**config.mk**
```make
export PLATFORM = sky130hd
export DESIGN_NAME = binomial_coefficient_top
export DESIGN_NICKNAME = d
export VERILOG_FILES = /design/src/rtl/bc_pkg.sv /design/src/rtl/bc_ctrl.sv /design/src/rtl/bc_dp.sv /design/src/rtl/binomial_coefficient_top.sv
export SDC_FILE = /design/constraint.sdc
export NUM_CORES = 1
export LEC_CHECK = 0
export BUFFER_PORTS_ARGS = -buffer_cell sky130_fd_sc_hd__buf_2
export CORE_ASPECT_RATIO = 1.75
export CORE_MARGIN = 2
export CORE_UTILIZATION = 63
export DETAILED_ROUTE_END_ITERATION = 6
export PLACE_DENSITY = 0.77
export SYNTH_ARGS = -nofsm -noshare
export SYNTH_HDL_FRONTEND = slang
export SYNTH_SLANG_ARGS = --single-unit
```
**constraint.sdc**
```tcl
create_clock -name aclk -period 10.1 [get_ports aclk]
set_input_delay 0.505 -clock aclk [delete_from_list [all_inputs] [get_ports aclk]]
set_output_delay 0.505 -clock aclk [all_outputs]
set_load 0.02 [all_outputs]
```
**src/rtl/bc_pkg.sv**
```systemverilog
package bc_pkg;

    // Result width and default argument width
    localparam int VALUE_WIDTH       = 64;
    localparam int ARG_WIDTH_DEFAULT = 16;
    localparam int CNT_WIDTH         = $clog2(VALUE_WIDTH);

    // Sequencer states
    typedef enum logic [2:0] {
        ST_IDLE,
        ST_SETUP,
        ST_CHECK,
        ST_DIV,
        ST_DECIDE,
        ST_MUL,
        ST_MUL_END,
        ST_DONE
    } bc_state_t;

    // Commands from the sequencer to the datapath
    typedef struct packed {
        logic load;
        logic clr_acc;
        logic div_start;
        logic div_step;
        logic div_commit;
        logic mul_start;
        logic mul_step;
        logic mul_commit;
        logic result_load;
    } bc_cmd_t;

    // Status from the datapath to the sequencer
    typedef struct packed {
        logic spec_one;
        logic spec_zero;
        logic ri_lt_r;
        logic ni_lt_r;
        logic rem_zero;
        logic div_last;
        logic mul_last;
    } bc_stat_t;

endpackage

```
**src/rtl/bc_ctrl.sv**
```systemverilog
module bc_ctrl
    import bc_pkg::*;
(
    input  logic     aclk,
    input  logic     aresetn,
    input  logic     s_valid,
    output logic     s_ready,
    output logic     m_valid,
    input  logic     m_ready,
    input  bc_stat_t stat,
    output bc_cmd_t  cmd
);

    bc_state_t state_reg, state_next;
    logic      m_valid_reg, m_valid_next;

    // Advance state and result valid
    always_ff @(posedge aclk) begin
        if (!aresetn) begin
            state_reg   <= ST_IDLE;
            m_valid_reg <= 1'b0;
        end else begin
            state_reg   <= state_next;
            m_valid_reg <= m_valid_next;
        end
    end

    // Next state
    always_comb begin
        state_next = state_reg;
        unique case (state_reg)
            ST_IDLE: begin
                if (s_valid) state_next = ST_SETUP;
            end
            ST_SETUP: begin
                if (stat.spec_zero || stat.spec_one) state_next = ST_DONE;
                else                                 state_next = ST_CHECK;
            end
            ST_CHECK: begin
                if (stat.ri_lt_r)      state_next = ST_DIV;
                else if (stat.ni_lt_r) state_next = ST_MUL;
                else                   state_next = ST_DONE;
            end
            ST_DIV: begin
                if (stat.div_last) state_next = ST_DECIDE;
            end
            ST_DECIDE: begin
                if (stat.rem_zero || !stat.ni_lt_r) state_next = ST_CHECK;
                else                                state_next = ST_MUL;
            end
            ST_MUL: begin
                if (stat.mul_last) state_next = ST_MUL_END;
            end
            ST_MUL_END: begin
                state_next = ST_CHECK;
            end
            ST_DONE: begin
                if (!m_valid_reg || m_ready) state_next = ST_IDLE;
            end
            default: state_next = ST_IDLE;
        endcase
    end

    // Commands
    always_comb begin
        cmd     = '0;
        s_ready = 1'b0;
        unique case (state_reg)
            ST_IDLE: begin
                s_ready  = 1'b1;
                cmd.load = s_valid;
            end
            ST_SETUP: begin
                cmd.clr_acc = stat.spec_zero;
            end
            ST_CHECK: begin
                cmd.div_start = stat.ri_lt_r;
                cmd.mul_start = !stat.ri_lt_r && stat.ni_lt_r;
            end
            ST_DIV: begin
                cmd.div_step = 1'b1;
            end
            ST_DECIDE: begin
                cmd.div_commit = stat.rem_zero || !stat.ni_lt_r;
                cmd.mul_start  = !(stat.rem_zero || !stat.ni_lt_r);
            end
            ST_MUL: begin
                cmd.mul_step = 1'b1;
            end
            ST_MUL_END: begin
                cmd.mul_commit = 1'b1;
            end
            ST_DONE: begin
                cmd.result_load = !m_valid_reg || m_ready;
            end
            default: cmd = '0;
        endcase
    end

    // Hold result valid until the receiver takes the result
    always_comb begin
        m_valid_next = m_valid_reg;
        if (cmd.result_load)  m_valid_next = 1'b1;
        else if (m_ready)     m_valid_next = 1'b0;
    end

    assign m_valid = m_valid_reg;

endmodule

```
**src/rtl/bc_dp.sv**
```systemverilog
module bc_dp
    import bc_pkg::*;
#(
    parameter int ARG_WIDTH = ARG_WIDTH_DEFAULT
) (
    input  logic                   aclk,
    input  logic                   aresetn,
    input  logic                   s_op,
    input  logic [ARG_WIDTH-1:0]   s_n,
    input  logic [ARG_WIDTH-1:0]   s_r,
    input  bc_cmd_t                cmd,
    output bc_stat_t               stat,
    output logic [VALUE_WIDTH-1:0] m_value,
    output logic                   m_overflow
);

    localparam int NW = ARG_WIDTH + 1;
    localparam int PW = VALUE_WIDTH + NW;

    logic [NW-1:0]          ne_reg;
    logic                   neg_reg;
    logic [ARG_WIDTH-1:0]   r_reg, ri_reg, ni_reg;
    logic [ARG_WIDTH-1:0]   r_next, ri_next, ni_next;
    logic [VALUE_WIDTH-1:0] acc_reg;
    logic                   ovf_reg;
    logic [VALUE_WIDTH-1:0] dq_reg;
    logic [ARG_WIDTH-1:0]   rem_reg;
    logic [ARG_WIDTH-1:0]   divisor_reg;
    logic [NW-1:0]          mreg_reg;
    logic [PW-1:0]          prod_reg;
    logic [CNT_WIDTH-1:0]   cnt_reg;
    logic [VALUE_WIDTH-1:0] value_reg;
    logic                   ovf_out_reg;

    logic [NW-1:0]          ne_next;
    logic [ARG_WIDTH:0]     trial;
    logic [ARG_WIDTH:0]     trial_sub;
    logic                   q_bit;
    logic [PW-1:0]          prod_next;
    logic [NW-1:0]          factor;

    // Effective n: n, or n+r-1 in repetition mode
    always_comb begin
        if (s_op) ne_next = {1'b0, s_n} + {1'b0, s_r} - NW'(1);
        else      ne_next = {1'b0, s_n};
    end

    // One restoring divide step
    always_comb begin
        trial     = {rem_reg, dq_reg[VALUE_WIDTH-1]};
        q_bit     = trial >= {1'b0, divisor_reg};
        trial_sub = trial - {1'b0, divisor_reg};
    end

    // One shift-add multiply step, factor bits MSB first
    assign factor    = ne_reg - {1'b0, ni_reg};
    assign prod_next = {prod_reg[PW-2:0], 1'b0}
                     + (mreg_reg[NW-1] ? {{NW{1'b0}}, acc_reg} : {PW{1'b0}});

    // Step counters
    always_comb begin
        r_next  = r_reg;
        ri_next = ri_reg;
        ni_next = ni_reg;
        if (cmd.load) begin
            r_next  = s_r;
            ri_next = '0;
            ni_next = '0;
        end else begin
            if (cmd.div_commit) ri_next = ri_reg + ARG_WIDTH'(1);
            if (cmd.mul_commit) ni_next = ni_reg + ARG_WIDTH'(1);
        end
    end

    always_ff @(posedge aclk) begin
        if (!aresetn) begin
            r_reg  <= '0;
            ri_reg <= '0;
            ni_reg <= '0;
        end else begin
            r_reg  <= r_next;
            ri_reg <= ri_next;
            ni_reg <= ni_next;
        end
    end

    // Operands and running value
    always_ff @(posedge aclk) begin
        if (cmd.load) begin
            ne_reg  <= ne_next;
            neg_reg <= s_op && (s_n == '0) && (s_r == '0);
            acc_reg <= VALUE_WIDTH'(1);
            ovf_reg <= 1'b0;
        end else begin
            if (cmd.clr_acc)    acc_reg <= '0;
            if (cmd.div_commit) acc_reg <= dq_reg;
            if (cmd.mul_commit) begin
                acc_reg <= prod_reg[VALUE_WIDTH-1:0];
                ovf_reg <= ovf_reg | (|prod_reg[PW-1:VALUE_WIDTH]);
            end
        end
    end

    // Shared divider and multiplier registers
    always_ff @(posedge aclk) begin
        if (cmd.div_start) begin
            dq_reg      <= acc_reg;
            rem_reg     <= '0;
            divisor_reg <= r_reg - ri_reg;
            cnt_reg     <= '0;
        end else if (cmd.div_step) begin
            dq_reg  <= {dq_reg[VALUE_WIDTH-2:0], q_bit};
            rem_reg <= q_bit ? trial_sub[ARG_WIDTH-1:0] : trial[ARG_WIDTH-1:0];
            cnt_reg <= cnt_reg + CNT_WIDTH'(1);
        end else if (cmd.mul_start) begin
            prod_reg <= '0;
            mreg_reg <= factor;
            cnt_reg  <= '0;
        end else if (cmd.mul_step) begin
            prod_reg <= prod_next;
            mreg_reg <= {mreg_reg[NW-2:0], 1'b0};
            cnt_reg  <= cnt_reg + CNT_WIDTH'(1);
        end
    end

    // Result register
    always_ff @(posedge aclk) begin
        if (cmd.result_load) begin
            value_reg   <= acc_reg;
            ovf_out_reg <= ovf_reg;
        end
    end

    // Status
    always_comb begin
        stat.spec_zero = !neg_reg && ({1'b0, r_reg} > ne_reg);
        stat.spec_one  = neg_reg || (r_reg == '0) || (ne_reg == NW'(1))
                       || ({1'b0, r_reg} == ne_reg);
        stat.ri_lt_r   = ri_reg < r_reg;
        stat.ni_lt_r   = ni_reg < r_reg;
        stat.rem_zero  = rem_reg == '0;
        stat.div_last  = cnt_reg == CNT_WIDTH'(VALUE_WIDTH - 1);
        stat.mul_last  = cnt_reg == CNT_WIDTH'(NW - 1);
    end

    assign m_value    = value_reg;
    assign m_overflow = ovf_out_reg;

    // Divisions never run past r
    a_ri_bound: assert property (@(posedge aclk) disable iff (!aresetn)
        ri_reg <= r_reg) else $error("division count passed r");

    // Multiplications never run past r
    a_ni_bound: assert property (@(posedge aclk) disable iff (!aresetn)
        ni_reg <= r_reg) else $error("multiply count passed r");

    // A division is committed only while divisors remain
    a_div_commit: assert property (@(posedge aclk) disable iff (!aresetn)
        cmd.div_commit |-> stat.ri_lt_r) else $error("division commit with no divisor left");

    // A product is committed only while factors remain
    a_mul_commit: assert property (@(posedge aclk) disable iff (!aresetn)
        cmd.mul_commit |-> stat.ni_lt_r) else $error("product commit with no factor left");

endmodule

```
**src/rtl/binomial_coefficient_top.sv**
```systemverilog
// Binomial coefficient unit.
// Input channel s_valid/s_ready carries one request: s_op (0 = n choose r,
// 1 = choose with repetition, (n+r-1) choose r), s_n and s_r. Result channel
// m_valid/m_ready returns m_value (the coefficient modulo 2^64) and
// m_overflow (set if any intermediate product exceeded 64 bits).
// One request is worked at a time; s_ready is high only while the unit idles.
// Special cases (r above n, r zero, n one, r equal to n) go from setup straight
// to done. Otherwise the value is built by exact divisions by r, r-1, ..., 1
// and multiplications by n, n-1, ..., n-r+1 on one shared bit-serial divider
// and one bit-serial multiplier. Each division attempt shifts out 64 quotient
// bits and then decides, each multiplication steps through ARG_WIDTH+1 factor
// bits; an item runs r divisions, r multiplications and the failed division
// attempts that precede multiplications, so its latency is data dependent.
// The result sits in an output register: while the receiver stalls, it holds,
// and the next request may be accepted and worked; only finishing that next
// request waits for the output register to free up.
// Reset (aresetn low, synchronous) returns to idle and drops any result.
module binomial_coefficient_top
    import bc_pkg::*;
#(
    parameter int ARG_WIDTH = ARG_WIDTH_DEFAULT
) (
    input  logic                   aclk,
    input  logic                   aresetn,
    input  logic                   s_valid,
    output logic                   s_ready,
    input  logic                   s_op,
    input  logic [ARG_WIDTH-1:0]   s_n,
    input  logic [ARG_WIDTH-1:0]   s_r,
    output logic                   m_valid,
    input  logic                   m_ready,
    output logic [VALUE_WIDTH-1:0] m_value,
    output logic                   m_overflow
);

    bc_cmd_t  cmd;
    bc_stat_t stat;

    // Sequencer
    bc_ctrl u_ctrl (
        .aclk    (aclk),
        .aresetn (aresetn),
        .s_valid (s_valid),
        .s_ready (s_ready),
        .m_valid (m_valid),
        .m_ready (m_ready),
        .stat    (stat),
        .cmd     (cmd)
    );

    // Datapath
    bc_dp #(
        .ARG_WIDTH (ARG_WIDTH)
    ) u_dp (
        .aclk       (aclk),
        .aresetn    (aresetn),
        .s_op       (s_op),
        .s_n        (s_n),
        .s_r        (s_r),
        .cmd        (cmd),
        .stat       (stat),
        .m_value    (m_value),
        .m_overflow (m_overflow)
    );

endmodule

```
---- Word-level counts from Yosys, hierarchy flattened ----
Cells that the tools add are included.
word-level totals
  output and inout port bits .............. 67
  input bits .............................. 37
  flip-flop bits (word level) ............. 400
  word-level logic and storage cells ...... 114
cells by class
  reductions and logical operators ........ 29
  $add $sub $neg .......................... 9
  bitwise gates (word level) .............. 4
  equality and inequality tests ........... 15
  muxes and demuxes ....................... 35
  order comparisons ....................... 4
operator list
  cell                                                                   number
  64-bit 2-to-1 mux                                                      6
  81-bit adder                                                           1
  81-bit 2-to-1 mux                                                      1
  16-bit logical NOT                                                     4
  17-bit 2-to-1 mux                                                      2
  16-bit by 1-bit adder with 16-bit output (second input constant)       2
  16-bit less-than comparator                                            2
  16-bit 2-to-1 mux                                                      2
  16-bit subtractor                                                      2
  3-bit one-hot mux with 8 select lines                                  1
  3-bit 2-to-1 mux                                                       7
  6-bit 2-to-1 mux                                                       3
  16-bit by 16-bit adder with 17-bit output                              1
  16-bit by 17-bit == test with 1-bit output                             1
  17-bit by 1-bit == test with 1-bit output (second input constant)      1
  17-bit by 16-bit >= comparator with 1-bit output                       1
  16-bit by 17-bit greater-than comparator with 1-bit output             1
  17-bit OR reduction                                                    1
  17-bit by 1-bit subtractor with 17-bit output (second input constant)  1
  17-bit by 16-bit subtractor with 17-bit output                         1
  3-bit == test (second input constant)                                  4
  1-bit 2-to-1 mux                                                       11
  6-bit by 1-bit adder with 6-bit output (second input constant)         1
  3-bit by 2-bit == test with 1-bit output (second input constant)       2
  18 further kinds                                                       37

---- Logic depth before layout (Yosys ltp) ----
Gate-level depths: netlist of the first run.
  depth after elaboration ................. 7
  depth in mapped cells ................... 15
  gate-level depth less buffers ........... 15

---- By module ----
From an unflattened synthesis of the first run, not the netlist that was laid out.
unflattened totals
  cells, all modules ...................... 2,652
  area, all modules ....................... 24,792.5 um^2
by module, submodules not included
  module   seq. area each (um^2)  area each (um^2)  times used  cells an instance
  bc_dp    10,540.1               24,392.1          1           2,595
  bc_ctrl  80.1                   400.4             1           57

---- Worst setup path before layout of the first run ----
OpenSTA, ideal clock, no wires.
  kind .................................... register to register
  from .................................... reg u_ctrl.state_reg[0]
  to ...................................... reg u_dp.mreg_reg[0] (enable)
  library setup time ...................... 0.690 ns
  arrival time ............................ 7.753 ns
  path buffers ............................ 2
  stages on the path, launching flop included .. 5
  setup slack ............................. 1.657 ns
  clock period less this slack ............ 8.443 ns
  cell sequence ........................... dfxtp_1 > clkbuf_1 > clkbuf_1 > nand2_1 > o21ai_0
on the way
  word-level cells in the longest chain between the ends .. 4
  elaborated cells on any way between the ends .. 12
RTL lines
  what                                                                       RTL line       text
  from (decl)                                                                bc_ctrl.sv:14  bc_state_t state_reg, state_next;
  from (signal assigned)                                                     bc_ctrl.sv:23  state_reg <= state_next;
  3-bit == test or 3-bit by 2-bit == test with 1-bit output (tied branches)  bc_ctrl.sv:68  unique case (state_reg)
  1-bit one-hot mux with 2 select lines or 1-bit 2-to-1 mux (tied branches)  bc_ctrl.sv:68
  2-bit nonzero test (no source line) or 1-bit inverter (tied branches)      --
  3-bit AND reduction (no source line) *                                     --
  to (signal assigned)                                                       bc_dp.sv:117   mreg_reg <= factor;
  to (signal assigned)                                                       bc_dp.sv:121   mreg_reg <= {mreg_reg[NW-2:0], 1'b0};
  to (decl)                                                                  bc_dp.sv:29    logic [NW-1:0] mreg_reg;
Every way passes the cells marked *; elsewhere a longest branch is shown, timed or not.
A chain may end at the register's enable or synchronous reset.

==> reports/metrics.cfg, run 1 <==
[finish]
diodes=0
syn2layout_area_growth_pct=8.75
finalInstanceArea_sq_um=26500
instances_no_fill=3057
seq_area_sq_um=10600
largest_register_ffs=81
drive_above_1_share=0.109
multi_input_area_sq_um=12600
nNetsFinal=2761
nFillCells=3047

[worst_setup_path]
path_cells=inv_1 > ha_1 > nor2b_1 > o21ai_1 > a21boi_1 > o21ai_1 > a21oi_2 > o21ai_1 > or3_4 > buf_4 > inv_1 > nor3_1
worstPathMaxFanout=45
crit_slowest_cell=or3_4
cpMostUsedCell=o21ai_1
worstPathRequired_ps=10560
worstPathArrival_ps=4960
crit_path_max_incr_delay_ps=670
path_class=reg -> reg
crit_path_end_kind=register
start_kind=register

[clock_network]
cts-root-buf=clkbuf_16
postCtsResizedCells=0
cts_setup_buffers=0
ctsHtreeMaxLevel=2
clk_latency_ps=550
cts_tree=yes
cts_sinks=400
path_clk_slew_ps=70
clockBufferDepth=3
numCtsBuffers=39
holdBufCountCts=0

[die]
initial_core_util=0.637
die_height_microns=264
die-area_sq_um=40300
die_width_microns=153
pin_count=104
rows=95
coreArea_sq_um=38300

[placed_design]
port_buffers=103
gp_congestion=0.984
dpl.hpwl_microns=45000
dp_cells=2986
place_area_sq_um=25100

[synth]
synth_cells=2498
postSynthAreaPerCell_sq_um=9.75
ys_types=97
async_reset_ff_frac=0
netlist_area_sq_um=24400
synth_ff_type=edfxtp_1
synth_edf_count=261
seq_area_frac_synth=0.436
synth_seq_cells=400
yosysWarnings=0
syn_nets=2717

[timing]
hold_slack_ps=235
period_minus_slack_ps=4500
hold_viol=0
maxSlewViolCount=0
max-slew-margin-rel=0.236
finalSetupTns_ps=0
skew_ps=16.8
tightest_slew_ps=1140
fmax_mhz=222
rsz0062_at_grt=no
post-route-period-util=0.446
setup_viol_count_final=0

[routing]
first_pass_iters=7
num_vias=19685
drtAntennaViolNets=0
drc=0
drt_iter0_drc=1392
wl_per_cell_microns=20.4
viasPerCell=6.44
routed_wl_microns=62500

[global_routing]
antenna_found_initial=0
track_usage=0.307
grt_pass1_wl_microns=101000
gr-total-overflow=0
grt_max_degree=82
grt_pass1_vias=20167

[job]
maxCapViolations=0

[power]
power.leakage_nw=11.0
vdd_drop_max_mv=0.130
p_per_area_nw_per_um2=158

[worst_hold_path]
hp-class=in -> reg

[run_status]
outcome=finished clean

[where the power goes]
group          leakage, nW  switching [mW]  internal (mW)  total (mW)
sequential            3.51          0.0768           1.84        1.92
clock                0.662           0.638          0.916        1.55
combinational         6.78           0.434          0.279       0.713
total                 11.0            1.15           3.04        4.18
[cell families after synthesis]
family	after synthesis	share of synthesized area
adder cells (fa/ha/maj)	182	0.0950
AO/OA/AOI/OAI	589	0.171
flip-flops	400	0.436
multiplexers	94	0.0420
buffers and inverters	308	0.0508
XOR/XNOR	111	0.0399
AND/OR/NAND/NOR	814	0.165
[cells in the final DEF, fill, tap and decap left out, types with 68 or more instances in the layout]
cell type and instances:
edfxtp_1 261, nor2_1 222, inv_1 193, ha_1 177, nand2_1 174, a21oi_1 139, dfxtp_1 139, buf_2 103
o21ai_0 100, and2_1 78, xnor2_1 77, a21o_1 74, nand3_1 68
[through the flow]
step | setup WS (ps) | utilization | power (mW)
final | 5600 | 0.692 | 4.18
after global routing | 5230 | 0.692 | 4.35
after CTS | 5580 | 0.692 | 4.20
after detailed placement | 5590 | 0.657 | 2.65
after global placement | 5770 | 0.657 | 2.63
after floorplan | 1660 | - | 2.46
[worst max-delay path, delay by kind of cell, from the launching register on]
family / cells / cell delay (ps)
adders and majority gates: 1 / 370
and+or+nand+nor: 3 / 1120
DFF: 1 / 600
buffers and inverters: 3 / 1250
AOI/OAI and AO/OA: 5 / 1010
[Yosys cell counts, drive strengths merged (28+ instances only)]
cell	count	area [sq um]
nor3	53	270
xnor2	77	674
nand4	64	407
a222oi	63	631
clkbuf	71	267
inv	194	728
edfxtp	261	7840
a21o	75	564
a21oi	140	704
nand3	68	340
ha	177	2210
mux2	66	743
nor2	224	843
xor2	34	298
nand2	175	657
mux2i	28	280
buf	43	244
dfxtp	139	2780
and3	28	180
and2	78	488
o21ai	114	574
[metal layers]
layer	GRT usage	wire length (microns)
met4	0.214	4820
met3	0.0303	2670
met5	0	0
met1	0.307	21500
met2	0.589	33500
[final cells by class]
type,instances,area share
tap,485,0.0229
clock buffer,59,0.0447
sequential,400,0.401
clock inverter,12,0.00652
multi-input combinational,1790,0.474
timing repair buffer,117,0.0234
inverter,194,0.0275
[path summary, 6_finish.rpt]
check,startpoint,end,slack [ps],cells past startpoint
setup / recovery,u_dp.ri_reg[2]$_SDFFE_PP0N_,u_dp.cnt_reg[2]$_SDFFE_PP0P_,5600,12
setup reg to reg,u_dp.ri_reg[2]$_SDFFE_PP0N_,u_dp.cnt_reg[2]$_SDFFE_PP0P_,5600,12
hold reg to reg,u_dp.ovf_reg$_SDFFE_PP0P_,u_dp.m_overflow$_DFFE_PP_,440,0
hold / removal,s_r[11],u_dp.r_reg[11]$_SDFFE_PN0P_,230,3
No activity file was read; power rests on OpenSTA's default activity.
==> inputs of run 2 (changes only) <==
==> constraint.sdc (replaced) <==
create_clock -name aclk -period 4.3 [get_ports aclk]
set_input_delay 0.215 -clock aclk [delete_from_list [all_inputs] [get_ports aclk]]
set_output_delay 0.215 -clock aclk [all_outputs]
set_load 0.02 [all_outputs]
==> run 2 against run 1 <==
  * The flow now finishes with violations (DRC)
  * Total power increased by 130%
  * First-iteration DRC count increased by 3.4%
  * Die area unchanged
  * Utilization increased by 1.2 points
  * Maximum frequency increased by 14%
  * Sequential cell count unchanged
  * Setup slack got worse by 5200 ps
  * Sequential power increased by 130%
  * Highest routed layer unchanged
==> reports/metrics.cfg, run 2 (synthesis gave the netlist of run 1 again) <==
[global_routing]
grt_pass1_vias=20264
track_usage=0.316
gr-total-overflow=0
grt_pass1_wl_microns=104000
antenna_found_initial=0
grt_max_degree=68

[die]
die_width_microns=153
rows=95
die_height_microns=264
coreArea_sq_um=38300
die-area_sq_um=40300
initial_core_util=0.637
pin_count=104

[finish]
final_cell_mix=edfxtp_1 (261), nor2_1 (222), inv_1 (193)
syn2layout_area_growth_pct=10.6
final_common_cell=edfxtp_1
diodes=0
nFillCells=2928
drive_above_1_share=0.118
multi_input_area_sq_um=12600
largest_register_ffs=81
nNetsFinal=2808
seq_area_sq_um=10600
post-route-util=0.704

[routing]
viasPerCell=6.36
first_pass_iters=7
routed_wl_microns=64600
num_vias=19732
drc=3
wl_per_cell_microns=20.8
drtAntennaViolNets=0
drt_iter0_drc=1439

[timing]
hold_slack_ps=41.2
maxSlewViolCount=0
fmax_mhz=254
rsz0062_at_grt=no
setup_viol_count_final=0
hold_viol=0
post-route-period-util=0.914
period_minus_slack_ps=3930
skew_ps=28.0
max-slew-margin-rel=0.190
finalSetupTns_ps=0
tightest_slew_ps=1210
fin_ws_ps=369

[clock_network]
cts_sinks=400
clockBufferDepth=3
numCtsBuffers=39
cts_tree=yes
clk_latency_ps=550
cts-root-buf=clkbuf_16
path_clk_slew_ps=70
cts_setup_buffers=0
ctsHtreeMaxLevel=2

[worst_setup_path]
start_kind=register
worstPathArrival_ps=4320
worst-path-buf-inv=1
path_class=reg -> reg
path_cells=buf_4 > and2_1 > ha_1 > and3_1 > a2111o_1 > o211a_1 > o21bai_2 > a21o_2 > a2111oi_4 > o311ai_1 > o21ba_1 > mux2i_1
startpoint=u_dp.mreg_reg[16]$_DFFE_PP_
worstPathMaxFanout=23
cp_top_family=compound AO/OA/AOI/OAI gates
crit_path_max_incr_delay_ps=680
crit_path_end_kind=register
crit_slowest_cell=o311ai_1
rr_startpoint=u_dp.mreg_reg[16]$_DFFE_PP_
worstPathRequired_ps=4690

[placed_design]
port_buffers=103
dpl.hpwl_microns=47900
place_ws_ps=435
gp_congestion=0.966

[run_status]
violations=DRC
outcome=finished, violations left

[job]
maxCapViolations=0

[worst_hold_path]
min-delay-start=s_n[15]
hp-class=in -> reg

[power]
power.leakage_nw=11.2
finalPower_mw=9.80
vdd_drop_max_mv=0.403
p_per_area_nw_per_um2=364

## run 2: cell count changes in the layout (fill, tap and decap cells not counted), moves of 3 or more
cell and delta:
buf_12 +10, clkbuf_16 -3, dlygate4sd3_1 +19, clkbuf_8 -4, buf_4 +18, inv_6 +3
clkinv_2 +3
## run 2: cell type report
| cell class | instances | area share |
|---|---|---|
| Clock buffer | 51 | 0.0390 |
| Sequential cell | 400 | 0.394 |
| Timing Repair Buffer | 164 | 0.0425 |
| Multi-Input combinational cell | 1790 | 0.466 |
| Tap cell | 485 | 0.0225 |
| Clock inverter | 19 | 0.00882 |
| Inverter | 194 | 0.0271 |
## run 2: layer usage
layer	up-vias	global-route usage	part of all wire
met2	651	0.603	0.54
met5	-	0	0
met1	9477	0.334	0.36
li1	9377	-	-
met3	227	0.0312	0.043
met4	0	0.182	0.064
## run 2: timing repair
action / CTS / global route
gates resized for setup: 0 / 0
endpoints found under the hold margin: 19 / 0
hold buffers: 19 / 0
## run 2: path summary, 6_finish.rpt
path                                                        end  slack [ps]  depth (start not counted)
worst max-delay path            u_dp.prod_reg[60]$_SDFFCE_PN0P_         370                         12
worst min register to register        u_dp.m_overflow$_DFFE_PP_         450                          0
worst min-delay path                  u_dp.ne_reg[15]$_DFFE_PP_          40                          3
worst max register to register  u_dp.prod_reg[60]$_SDFFCE_PN0P_         370                         12
## run 2: power by group
| part | internal, mW | switching, mW | total, mW |
|---|---|---|---|
| clock | 2.04 | 1.51 | 3.55 |
| sequential | 4.32 | 0.161 | 4.48 |
| combinational | 0.711 | 1.06 | 1.77 |
## run 2: metrics by stage
stage / cell area, sq um / std cells
floorplan: 24400 / 2498
detailed placement: 25500 / 3014
CTS: 27000 / 3103
global route: 27000 / 3103
finish: 27000 / 3103
global placement: 25500 / 3014
## run 2: worst reg2reg max path, cell delays in order, from the launching register on
cell	delay [ps]
edfxtp_1	420
buf_4	230
and2_1	180
ha_1	340
and3_1	220
a2111o_1	460
o211a_1	280
o21bai_2	210
a21o_2	230
a2111oi_4	130
o311ai_1	680
o21ba_1	210
mux2i_1	200
